### src/rtl/cfd_pkg.sv
package cfd_pkg;

  localparam int PAYLOAD_DEPTH_DEF = 256;

  localparam logic [7:0]  MAGIC_FIRST  = 8'h41;
  localparam logic [7:0]  MAGIC_SECOND = 8'h4B;
  localparam logic [31:0] CRC_POLY     = 32'hEDB88320;
  localparam logic [31:0] CRC_INIT     = 32'hFFFFFFFF;

  localparam logic ACT_FEED  = 1'b0;
  localparam logic ACT_READ  = 1'b1;
  localparam logic KIND_FRAME = 1'b0;
  localparam logic KIND_READ  = 1'b1;

  localparam int CFG_INDEX_W = 2;
  localparam logic [CFG_INDEX_W-1:0] CFG_TYPE_LOW     = 2'd0;
  localparam logic [CFG_INDEX_W-1:0] CFG_TYPE_HIGH    = 2'd1;
  localparam logic [CFG_INDEX_W-1:0] CFG_TYPE_MASK    = 2'd2;
  localparam logic [CFG_INDEX_W-1:0] CFG_TARGET_SHIFT = 2'd3;

  typedef struct packed {
    logic       action;
    logic [7:0] rx_byte;
    logic [7:0] read_index;
  } cfd_item_t;

  typedef struct packed {
    logic        result_kind;
    logic [7:0]  type_code;
    logic [7:0]  frame_target;
    logic [15:0] transfer_number;
    logic [15:0] sequence_number;
    logic [7:0]  payload_length;
    logic [7:0]  read_data;
  } cfd_result_t;

  typedef struct packed {
    logic [7:0] type_low;
    logic [7:0] type_high;
    logic [7:0] type_mask;
    logic [2:0] target_shift;
  } cfd_cfg_t;

  typedef struct packed {
    logic       en;
    logic [7:0] addr;
    logic [7:0] data;
  } cfd_wr_t;

  // Reflected CRC-32 advanced by one byte, all eight bit steps unrolled.
  function automatic logic [31:0] crc_byte(input logic [31:0] crc, input logic [7:0] b);
    logic [31:0] c;
    c = crc ^ {24'd0, b};
    for (int k = 0; k < 8; k++) begin
      c = c[0] ? ((c >> 1) ^ CRC_POLY) : (c >> 1);
    end
    return c;
  endfunction

endpackage

### src/rtl/crc32_frame_deframer_unit.sv
// Channel   Signals                                   Moves
// item      item_valid / item_ready / item           one link byte or one payload read
// result    result_valid / result_ready / result     good-frame summary or read data
// cfg       cfg_valid / cfg_ready / cfg_index / cfg_data   one register write
//
// One item is accepted per cycle while item_ready is high; the CRC byte update and
// the payload write finish in the accept cycle. A result is registered in the read
// stage, alongside the payload memory read, and then in the output register.
// Reset is synchronous and clears the parse state and accepted length; the
// payload memory is not cleared. When the result register is full and stalled,
// one more result can wait in the read stage before item_ready drops.
module crc32_frame_deframer_unit
  import cfd_pkg::*;
#(
  parameter int PAYLOAD_DEPTH = PAYLOAD_DEPTH_DEF
) (
  input  logic                   clk,
  input  logic                   rst,
  input  logic                   item_valid,
  output logic                   item_ready,
  input  cfd_item_t              item,
  output logic                   result_valid,
  input  logic                   result_ready,
  output cfd_result_t            result,
  input  logic                   cfg_valid,
  output logic                   cfg_ready,
  input  logic [CFG_INDEX_W-1:0] cfg_index,
  input  logic [7:0]             cfg_data
);

  localparam logic [8:0] DEPTH_V = 9'(PAYLOAD_DEPTH);

  cfd_cfg_t    cfg;
  cfd_wr_t     wr;
  logic        frame_good;
  cfd_result_t frame_res;
  logic [7:0]  accepted_length;
  logic [7:0]  rd_data;

  logic        acc;
  logic        is_read;
  logic        rd_ok;
  logic        s1_valid;
  logic        s1_rd_ok;
  cfd_result_t s1_res;
  cfd_result_t s1_out;
  cfd_result_t read_res;
  logic        s1_load;
  logic        s1_adv;

  assign acc     = item_valid && item_ready;
  assign is_read = (item.action == ACT_READ);
  assign rd_ok   = (item.read_index < accepted_length) && ({1'b0, item.read_index} < DEPTH_V);

  cfd_config_regs u_cfg (
    .clk       (clk),
    .rst       (rst),
    .cfg_valid (cfg_valid),
    .cfg_ready (cfg_ready),
    .cfg_index (cfg_index),
    .cfg_data  (cfg_data),
    .cfg       (cfg)
  );

  cfd_parser u_parser (
    .clk             (clk),
    .rst             (rst),
    .feed            (acc && !is_read),
    .rx_byte         (item.rx_byte),
    .cfg             (cfg),
    .wr              (wr),
    .frame_good      (frame_good),
    .frame_res       (frame_res),
    .accepted_length (accepted_length)
  );

  cfd_payload_mem #(
    .DEPTH (PAYLOAD_DEPTH)
  ) u_mem (
    .clk     (clk),
    .wr      (wr),
    .rd_en   (acc && is_read),
    .rd_addr (item.read_index),
    .rd_data (rd_data)
  );

  always_comb begin
    read_res             = '0;
    read_res.result_kind = KIND_READ;
  end

  always_comb begin
    s1_out           = s1_res;
    s1_out.read_data = s1_rd_ok ? rd_data : 8'd0;
  end

  assign s1_load    = acc && (is_read || frame_good);
  assign s1_adv     = s1_valid && (!result_valid || result_ready);
  assign item_ready = !s1_valid || s1_adv;

  always_ff @(posedge clk) begin
    if (rst) begin
      s1_valid     <= 1'b0;
      result_valid <= 1'b0;
    end else begin
      if (s1_load) begin
        s1_valid <= 1'b1;
      end else if (s1_adv) begin
        s1_valid <= 1'b0;
      end
      if (s1_adv) begin
        result_valid <= 1'b1;
      end else if (result_ready) begin
        result_valid <= 1'b0;
      end
    end
  end

  always_ff @(posedge clk) begin
    if (s1_load) begin
      s1_res   <= is_read ? read_res : frame_res;
      s1_rd_ok <= is_read && rd_ok;
    end
    if (s1_adv) begin
      result <= s1_out;
    end
  end

`ifndef SYNTHESIS
  a_no_overrun: assert property (@(posedge clk) disable iff (rst)
    !(acc && s1_valid && !s1_adv))
    else $error("item accepted while the read stage was full and stalled");

  a_read_fields_zero: assert property (@(posedge clk) disable iff (rst)
    result_valid && (result.result_kind == KIND_READ) |->
      (result.type_code == 8'd0) && (result.transfer_number == 16'd0) &&
      (result.sequence_number == 16'd0) && (result.payload_length == 8'd0))
    else $error("read result carries frame fields");

  a_frame_no_data: assert property (@(posedge clk) disable iff (rst)
    result_valid && (result.result_kind == KIND_FRAME) |-> (result.read_data == 8'd0))
    else $error("frame result carries read data");
`endif

endmodule

### src/rtl/cfd_config_regs.sv
module cfd_config_regs
  import cfd_pkg::*;
(
  input  logic                   clk,
  input  logic                   rst,
  input  logic                   cfg_valid,
  output logic                   cfg_ready,
  input  logic [CFG_INDEX_W-1:0] cfg_index,
  input  logic [7:0]             cfg_data,
  output cfd_cfg_t               cfg
);

  assign cfg_ready = 1'b1;

  always_ff @(posedge clk) begin
    if (rst) begin
      cfg.type_low     <= 8'd1;
      cfg.type_high    <= 8'd4;
      cfg.type_mask    <= 8'd15;
      cfg.target_shift <= 3'd4;
    end else if (cfg_valid) begin
      case (cfg_index)
        CFG_TYPE_LOW:     cfg.type_low     <= cfg_data;
        CFG_TYPE_HIGH:    cfg.type_high    <= cfg_data;
        CFG_TYPE_MASK:    cfg.type_mask    <= cfg_data;
        CFG_TARGET_SHIFT: cfg.target_shift <= cfg_data[2:0];
        default: ;
      endcase
    end
  end

endmodule

### src/rtl/cfd_payload_mem.sv
module cfd_payload_mem
  import cfd_pkg::*;
#(
  parameter int DEPTH = PAYLOAD_DEPTH_DEF
) (
  input  logic       clk,
  input  cfd_wr_t    wr,
  input  logic       rd_en,
  input  logic [7:0] rd_addr,
  output logic [7:0] rd_data
);

  localparam int ADDR_W = (DEPTH > 1) ? $clog2(DEPTH) : 1;
  localparam logic [8:0] DEPTH_V = 9'(DEPTH);

  logic [7:0] mem [DEPTH];

  // Bytes beyond the store still pass through the CRC but are not kept.
  always_ff @(posedge clk) begin
    if (wr.en && ({1'b0, wr.addr} < DEPTH_V)) begin
      mem[wr.addr[ADDR_W-1:0]] <= wr.data;
    end
  end

  always_ff @(posedge clk) begin
    if (rd_en) begin
      rd_data <= mem[rd_addr[ADDR_W-1:0]];
    end
  end

endmodule

### src/rtl/cfd_parser.sv
module cfd_parser
  import cfd_pkg::*;
(
  input  logic        clk,
  input  logic        rst,
  input  logic        feed,
  input  logic [7:0]  rx_byte,
  input  cfd_cfg_t    cfg,
  output cfd_wr_t     wr,
  output logic        frame_good,
  output cfd_result_t frame_res,
  output logic [7:0]  accepted_length
);

  localparam logic [2:0] PH_MAGIC0  = 3'd0;
  localparam logic [2:0] PH_MAGIC1  = 3'd1;
  localparam logic [2:0] PH_HEADER  = 3'd2;
  localparam logic [2:0] PH_PAYLOAD = 3'd3;
  localparam logic [2:0] PH_CRC     = 3'd4;

  logic [2:0]  phase;
  logic [7:0]  pos;
  logic [31:0] crc;
  logic [31:0] rcrc;
  logic [7:0]  type_byte;
  logic [15:0] tid;
  logic [15:0] seq;
  logic [7:0]  len;

  logic [8:0]  pos_inc;
  logic [31:0] crc_next;
  logic [31:0] rcrc_next;
  logic [7:0]  type_dec;
  logic        type_ok;

  assign pos_inc   = {1'b0, pos} + 9'd1;
  assign crc_next  = crc_byte(crc, rx_byte);
  assign rcrc_next = {rx_byte, rcrc[31:8]};
  assign type_dec  = type_byte & cfg.type_mask;
  assign type_ok   = (type_dec >= cfg.type_low) && (type_dec <= cfg.type_high);

  assign wr.en   = feed && (phase == PH_PAYLOAD);
  assign wr.addr = pos;
  assign wr.data = rx_byte;

  assign frame_good = feed && (phase == PH_CRC) && (pos_inc >= 9'd4) && (rcrc_next == ~crc);

  always_comb begin
    frame_res                 = '0;
    frame_res.result_kind     = KIND_FRAME;
    frame_res.type_code       = type_dec;
    frame_res.frame_target    = type_byte >> cfg.target_shift;
    frame_res.transfer_number = tid;
    frame_res.sequence_number = seq;
    frame_res.payload_length  = len;
  end

  always_ff @(posedge clk) begin
    if (rst) begin
      phase           <= PH_MAGIC0;
      pos             <= '0;
      crc             <= CRC_INIT;
      rcrc            <= '0;
      accepted_length <= '0;
    end else if (feed) begin
      case (phase)
        PH_MAGIC1: begin
          if (rx_byte == MAGIC_SECOND) begin
            phase <= PH_HEADER;
            pos   <= 8'd2;
            crc   <= CRC_INIT;
          end else if (rx_byte != MAGIC_FIRST) begin
            phase <= PH_MAGIC0;
            pos   <= '0;
          end
        end
        PH_HEADER: begin
          crc <= crc_next;
          case (pos[2:0])
            3'd2:    type_byte  <= rx_byte;
            3'd3:    tid[7:0]   <= rx_byte;
            3'd4:    tid[15:8]  <= rx_byte;
            3'd5:    seq[7:0]   <= rx_byte;
            3'd6:    seq[15:8]  <= rx_byte;
            3'd7:    len        <= rx_byte;
            default: ;
          endcase
          // The type byte is already held when the length byte closes the header.
          if (pos_inc >= 9'd8) begin
            pos <= '0;
            if (!type_ok) begin
              phase <= PH_MAGIC0;
            end else begin
              accepted_length <= '0;
              rcrc            <= '0;
              phase           <= (rx_byte != 8'd0) ? PH_PAYLOAD : PH_CRC;
            end
          end else begin
            pos <= pos_inc[7:0];
          end
        end
        PH_PAYLOAD: begin
          crc <= crc_next;
          if (pos_inc >= {1'b0, len}) begin
            pos   <= '0;
            rcrc  <= '0;
            phase <= PH_CRC;
          end else begin
            pos <= pos_inc[7:0];
          end
        end
        PH_CRC: begin
          rcrc <= rcrc_next;
          if (pos_inc >= 9'd4) begin
            phase <= PH_MAGIC0;
            pos   <= '0;
            if (frame_good) begin
              accepted_length <= len;
            end
          end else begin
            pos <= pos_inc[7:0];
          end
        end
        default: begin
          phase <= (rx_byte == MAGIC_FIRST) ? PH_MAGIC1 : PH_MAGIC0;
        end
      endcase
    end
  end

endmodule
### config.mk
export PLATFORM = sky130hd
export DESIGN_NAME = crc32_frame_deframer_unit
export DESIGN_NICKNAME = d
export VERILOG_FILES = /design/src/rtl/cfd_pkg.sv /design/src/rtl/crc32_frame_deframer_unit.sv /design/src/rtl/cfd_config_regs.sv /design/src/rtl/cfd_payload_mem.sv /design/src/rtl/cfd_parser.sv
export SDC_FILE = /design/constraint.sdc
export NUM_CORES = 2
export LEC_CHECK = 0
export BUFFER_PORTS_ARGS = -buffer_cell sky130_fd_sc_hd__buf_2
export CELL_PAD_IN_SITES_DETAIL_PLACEMENT = 1
export CELL_PAD_IN_SITES_GLOBAL_PLACEMENT = 2
export CORE_ASPECT_RATIO = 0.6
export CORE_MARGIN = 3
export CORE_UTILIZATION = 40
export DETAILED_ROUTE_END_ITERATION = 7
export PLACE_DENSITY_LB_ADDON = 0.1
export SLEW_MARGIN = 10
export SYNTH_ARGS = -nofsm -noshare
export SYNTH_HDL_FRONTEND = slang
export SYNTH_SLANG_ARGS = --single-unit
### constraint.sdc
create_clock -name clk -period 6.7 [get_ports clk]
set_input_delay 0.67 -clock clk [delete_from_list [all_inputs] [get_ports clk]]
set_output_delay 0.67 -clock clk [all_outputs]
set_load 0.02 [all_outputs]
==> key figures <==
Run status
  • Run status: finished clean

STA
  • Final Hold Fails: 0
  • Minimum clock period: 4.42 ns
  • Relative slew margins: 0.138
  • Max Fclk: 226 MHz
  • Unrepaired setup endpoints after global routing: false
  • Final period utilization: 0.659
  • Total negative slack: 0 ns
  • Final setup fails: 0
  • Final Max Tran Viols: 0
  • Tightest Pin Transition: 1.29 ns
  • Clk_skew: 0.0433 ns

Setup path
  • CP Class: reg2reg
  • FF-to-FF path depth: 11
  • R2R Setup Slk: 2.28 ns
  • Reg-to-Reg End: u_parser.rcrc[20]
  • Worst stage delay on the critical path: 1.00 ns
  • Bufs and invs on worst path: 0
  • Crit path cell chain: nand3_1, and2_1, or2_2, ha_1, o21ai_0, nand2b_1, a311oi_1, o221a_4, nor4_2, nor3b_4, o2bb2ai_1
  • Crit path capture type: register
  • Crit path max-delay family: simple AND/OR/NAND/NOR gates
  • Crit path launch type: register
  • Worst Path Arrival: 5.19 ns
  • Crit-path max FO: 24
  • Beginning of the critical path: u_parser.pos[2]
  • Worst-path cell with the longest stage delay: dfxtp_1
  • RR Startpoint: u_parser.pos[2]
  • Critical path required time: 7.47 ns

Final layout
  • FILL cells: 20600
  • NumNets Final: 4760
  • Area growth syn-to-layout: 12.6%
  • Final cell count without fillers: 7888
  • Share of post-route cells with drive strength above 1: 0.232

Synthesis
  • Syn nets: 4594
  • Netlist Area Pre-Place: 0.0912 mm2
  • Ys flop type: edfxtp_1
  • #FFs+latches synth: 2331
  • EDFF count, synth: 2227
  • Syn Inst Count: 4527
  • Sequential fraction of the synthesis area: 0.756
  • Number of distinct library cells after synthesis: 68
  • Post-synth ARST share: 0
  • YS warnings: 0
  • Mean area per synthesized cell: 20.1 um2

Placed design
  • PortBufs: 98
  • HPWL after DPL: 168 mm
  • Final GP Congestion: 0.783
  • Placed cells: 7481

Min path
  • Worst hold path cell count: 2
  • Hold Path Sink: u_cfg.cfg[19]
  • Hold Crit Class: in2reg
  • Min-delay src: cfg_data[0]

Route
  • Post-Route WL: 270 mm
  • Post-detailed-route count of antenna-violating nets: 0
  • DR iter-0 viols: 6030
  • Routed len/inst: 34.2 um
  • Initial DRT Pass Iterations: 5
  • Final routed DRC violation total: 0
  • Vias per Instance: 5.84
  • Vias: 46100

Global route
  • Grt ovf: 0
  • Total track usage: 0.230
  • Global-route wire length before repair: 381 mm
  • Antenna violations before repair: 27
  • Largest net degree at the start of global routing: 169
  • Vias in the first global route: 46400

Clocking
  • Post-cts sizing count: 0
  • TritonCTS clock tree: yes
  • Clock root buffer: clkbuf_16
  • Postcts setup bufs: 0
  • Clock buffer depth: 4
  • CTS Hold Bufs: 0
  • Num CTS Buffers: 224
  • CTS H-tree depth: 4
  • Reg clk slew, reported paths: 0.07 ns
  • Clock latency on the worst-skew pair: 0.85 ns
  • CTS sink count: 2331

Floorplan
  • Core ar.: 0.226 mm2
  • Chip height: 376 um
  • Initial Util: 0.403
  • Die Width: 622 um
  • Io pins: 100
  • FP Rows: 135
  • Die ar.: 0.234 mm2

Power and ir drop
  • Power Internal: 0.0237 W
  • Sequential Power Share: 0.527
  • Switching power: 0.00669 W
  • Clock Power Share: 0.422
  • Gate power share: 0.051
  • Lkg Pwr: 31.9 nW
  • Maximum vdd drop: 0.212 mV
  • Switching Fraction: 0.220
  • Power per cell area: 296 mW/mm2

Job
  • Maxcap violations: 0
==> cells by family (layout without fill, tap and decap cells) <==
| group | Yosys count | in the layout | synth area share |
|---|---|---|---|
| compound gates | 356 | 356 | 0.0273 |
| xor+xnor | 107 | 107 | 0.0107 |
| fa+ha+maj | 35 | 35 | 0.00480 |
| buf+inv | 301 | 644 | 0.0157 |
| flops | 2331 | 2331 | 0.756 |
| mux | 667 | 667 | 0.148 |
| other cells | 1 | 5 | 0.0000411 |
| simple gates | 729 | 729 | 0.0378 |
==> per-layer routing <==
metal,share of wire,wire length (um),vias to the layer above,GRT usage
li1,-,-,18800,-
met1,0.51,138000,25400,0.390
met2,0.41,109000,1603,0.307
met3,0.068,18300,268,0.0403
met4,0.014,3780,0,0.0352
met5,0,0,-,0
==> cell usage after synthesis (all sizes together), types with 4 or more instances <==
| cell | n | share of area |
|---|---|---|
| o21a | 4 | 0.00033 |
| or2 | 6 | 0.00041 |
| clkbuf | 138 | 0.0057 |
| nand2b | 60 | 0.0041 |
| a211o | 12 | 0.0012 |
| xnor2 | 53 | 0.0053 |
| buf | 123 | 0.0084 |
| nor4 | 7 | 0.00062 |
| mux4 | 542 | 0.13 |
| a31oi | 13 | 0.00089 |
| o211ai | 4 | 0.00033 |
| a311oi | 9 | 0.00086 |
| nand3 | 50 | 0.0027 |
| edfxtp | 2227 | 0.73 |
| nor2b | 58 | 0.0040 |
| or3 | 16 | 0.0012 |
| o2bb2ai | 24 | 0.0023 |
| a21oi | 77 | 0.0042 |
| nor3b | 7 | 0.00063 |
| ha | 35 | 0.0048 |
| inv | 40 | 0.0017 |
| xor2 | 54 | 0.0054 |
| nand2 | 91 | 0.0037 |
| nand3b | 12 | 0.00099 |
| nor2 | 335 | 0.014 |
| o21ai | 21 | 0.0012 |
| o22ai | 40 | 0.0027 |
| a22oi | 79 | 0.0065 |
| nor3 | 33 | 0.0019 |
| and2 | 19 | 0.0013 |
| a211oi | 17 | 0.0014 |
| dfxtp | 104 | 0.023 |
| o221ai | 17 | 0.0016 |
| nand4 | 27 | 0.0019 |
| and3 | 5 | 0.00034 |
| mux2i | 123 | 0.013 |
| o21bai | 8 | 0.00066 |
| a21o | 9 | 0.00074 |
==> power groups by stage <==
stage	combinational (W)	clock [W]	sequential [W]
global placement	0.00157	0	0.0163
floorplan	0.000823	0	0.0163
global route	0.00166	0.0137	0.0160
detailed placement	0.00158	0	0.0163
finish	0.00156	0.0128	0.0160
CTS	0.00158	0.0131	0.0160
==> cell type report <==
class,instances,area (um2),area share
Clock inverter,144,1380,0.0135
Inverter,40,153,0.00149
Clock buffer,259,5810,0.0566
Antenna cell,4,10.0,0.0000975
Multi-Input combinational cell,1895,21000,0.204
Tap cell,3014,3770,0.0367
Timing Repair Buffer,201,1600,0.0155
Sequential cell,2331,69000,0.672
==> worst register-to-register path: stages (launching register included) <==
cell	delay, ns
dfxtp_1	1.00
nand3_1	0.35
and2_1	0.27
or2_2	0.30
ha_1	0.29
o21ai_0	0.09
nand2b_1	0.09
a311oi_1	0.10
o221a_4	0.32
nor4_2	0.33
nor3b_4	0.98
o2bb2ai_1	0.21
==> worst max path at each step <==
stage / depth (start not counted) / slack [ns] / endpoint
detailed placement: 8 / 1.73 / u_mem.rd_data[4]
global route: 11 / 1.89 / u_parser.rcrc[20]
global placement: 8 / 1.76 / u_mem.rd_data[4]
finish: 11 / 2.28 / u_parser.rcrc[20]
floorplan: 2 / 0.67 / result[0]
CTS: 11 / 2.27 / u_parser.rcrc[20]
==> per-stage QoR <==
| stage | power, W | worst slack, ns | area (um2) | util | hold WS [ns] |
|---|---|---|---|---|---|
| 3_5_place_dp | 0.0179 | 1.73 | 95500 | 0.422 | 0.406 |
| 5_1_grt | 0.0314 | 1.89 | 103000 | 0.454 | 0.0881 |
| 6_report | 0.0304 | 2.28 | 103000 | 0.454 | 0.131 |
| 4_1_cts | 0.0307 | 2.27 | 103000 | 0.454 | 0.0583 |
| 2_1_floorplan | 0.0172 | 0.674 | 91200 | - | 0.400 |
| 3_3_place_gp | 0.0179 | 1.76 | 95400 | 0.422 | 0.405 |
==> registers in the layout (all words and copies together) (netlist names), 16 cells and up <==
| name | count |
|---|---|
| u_cfg.cfg | 27 |
| u_parser.crc | 32 |
| u_parser.seq | 16 |
| result | 65 |
| u_parser.tid | 16 |
| u_mem.mem | 2048 |
| s1_out | 57 |
| u_parser.rcrc | 24 |
==> layout by cell type, fill, tap and decap left out, drive strengths merged, types with 12 or more instances in the layout <==
master   instances
a22oi           79
clkbuf         259
edfxtp        2227
inv             47
nand3b          12
and2            19
nand3           50
nand2           91
nand2b          60
nor2           335
nor2b           58
ha              35
clkinv         101
or3             16
o2bb2ai         24
a211oi          17
bufinv          26
a21oi           77
a211o           12
buf            200
dfxtp          104
mux4           542
xnor2           53
mux2i          123
a31oi           13
o21ai           21
nand4           27
o221ai          17
o22ai           40
nor3            33
xor2            54
Power figures use the tool's default switching activity.
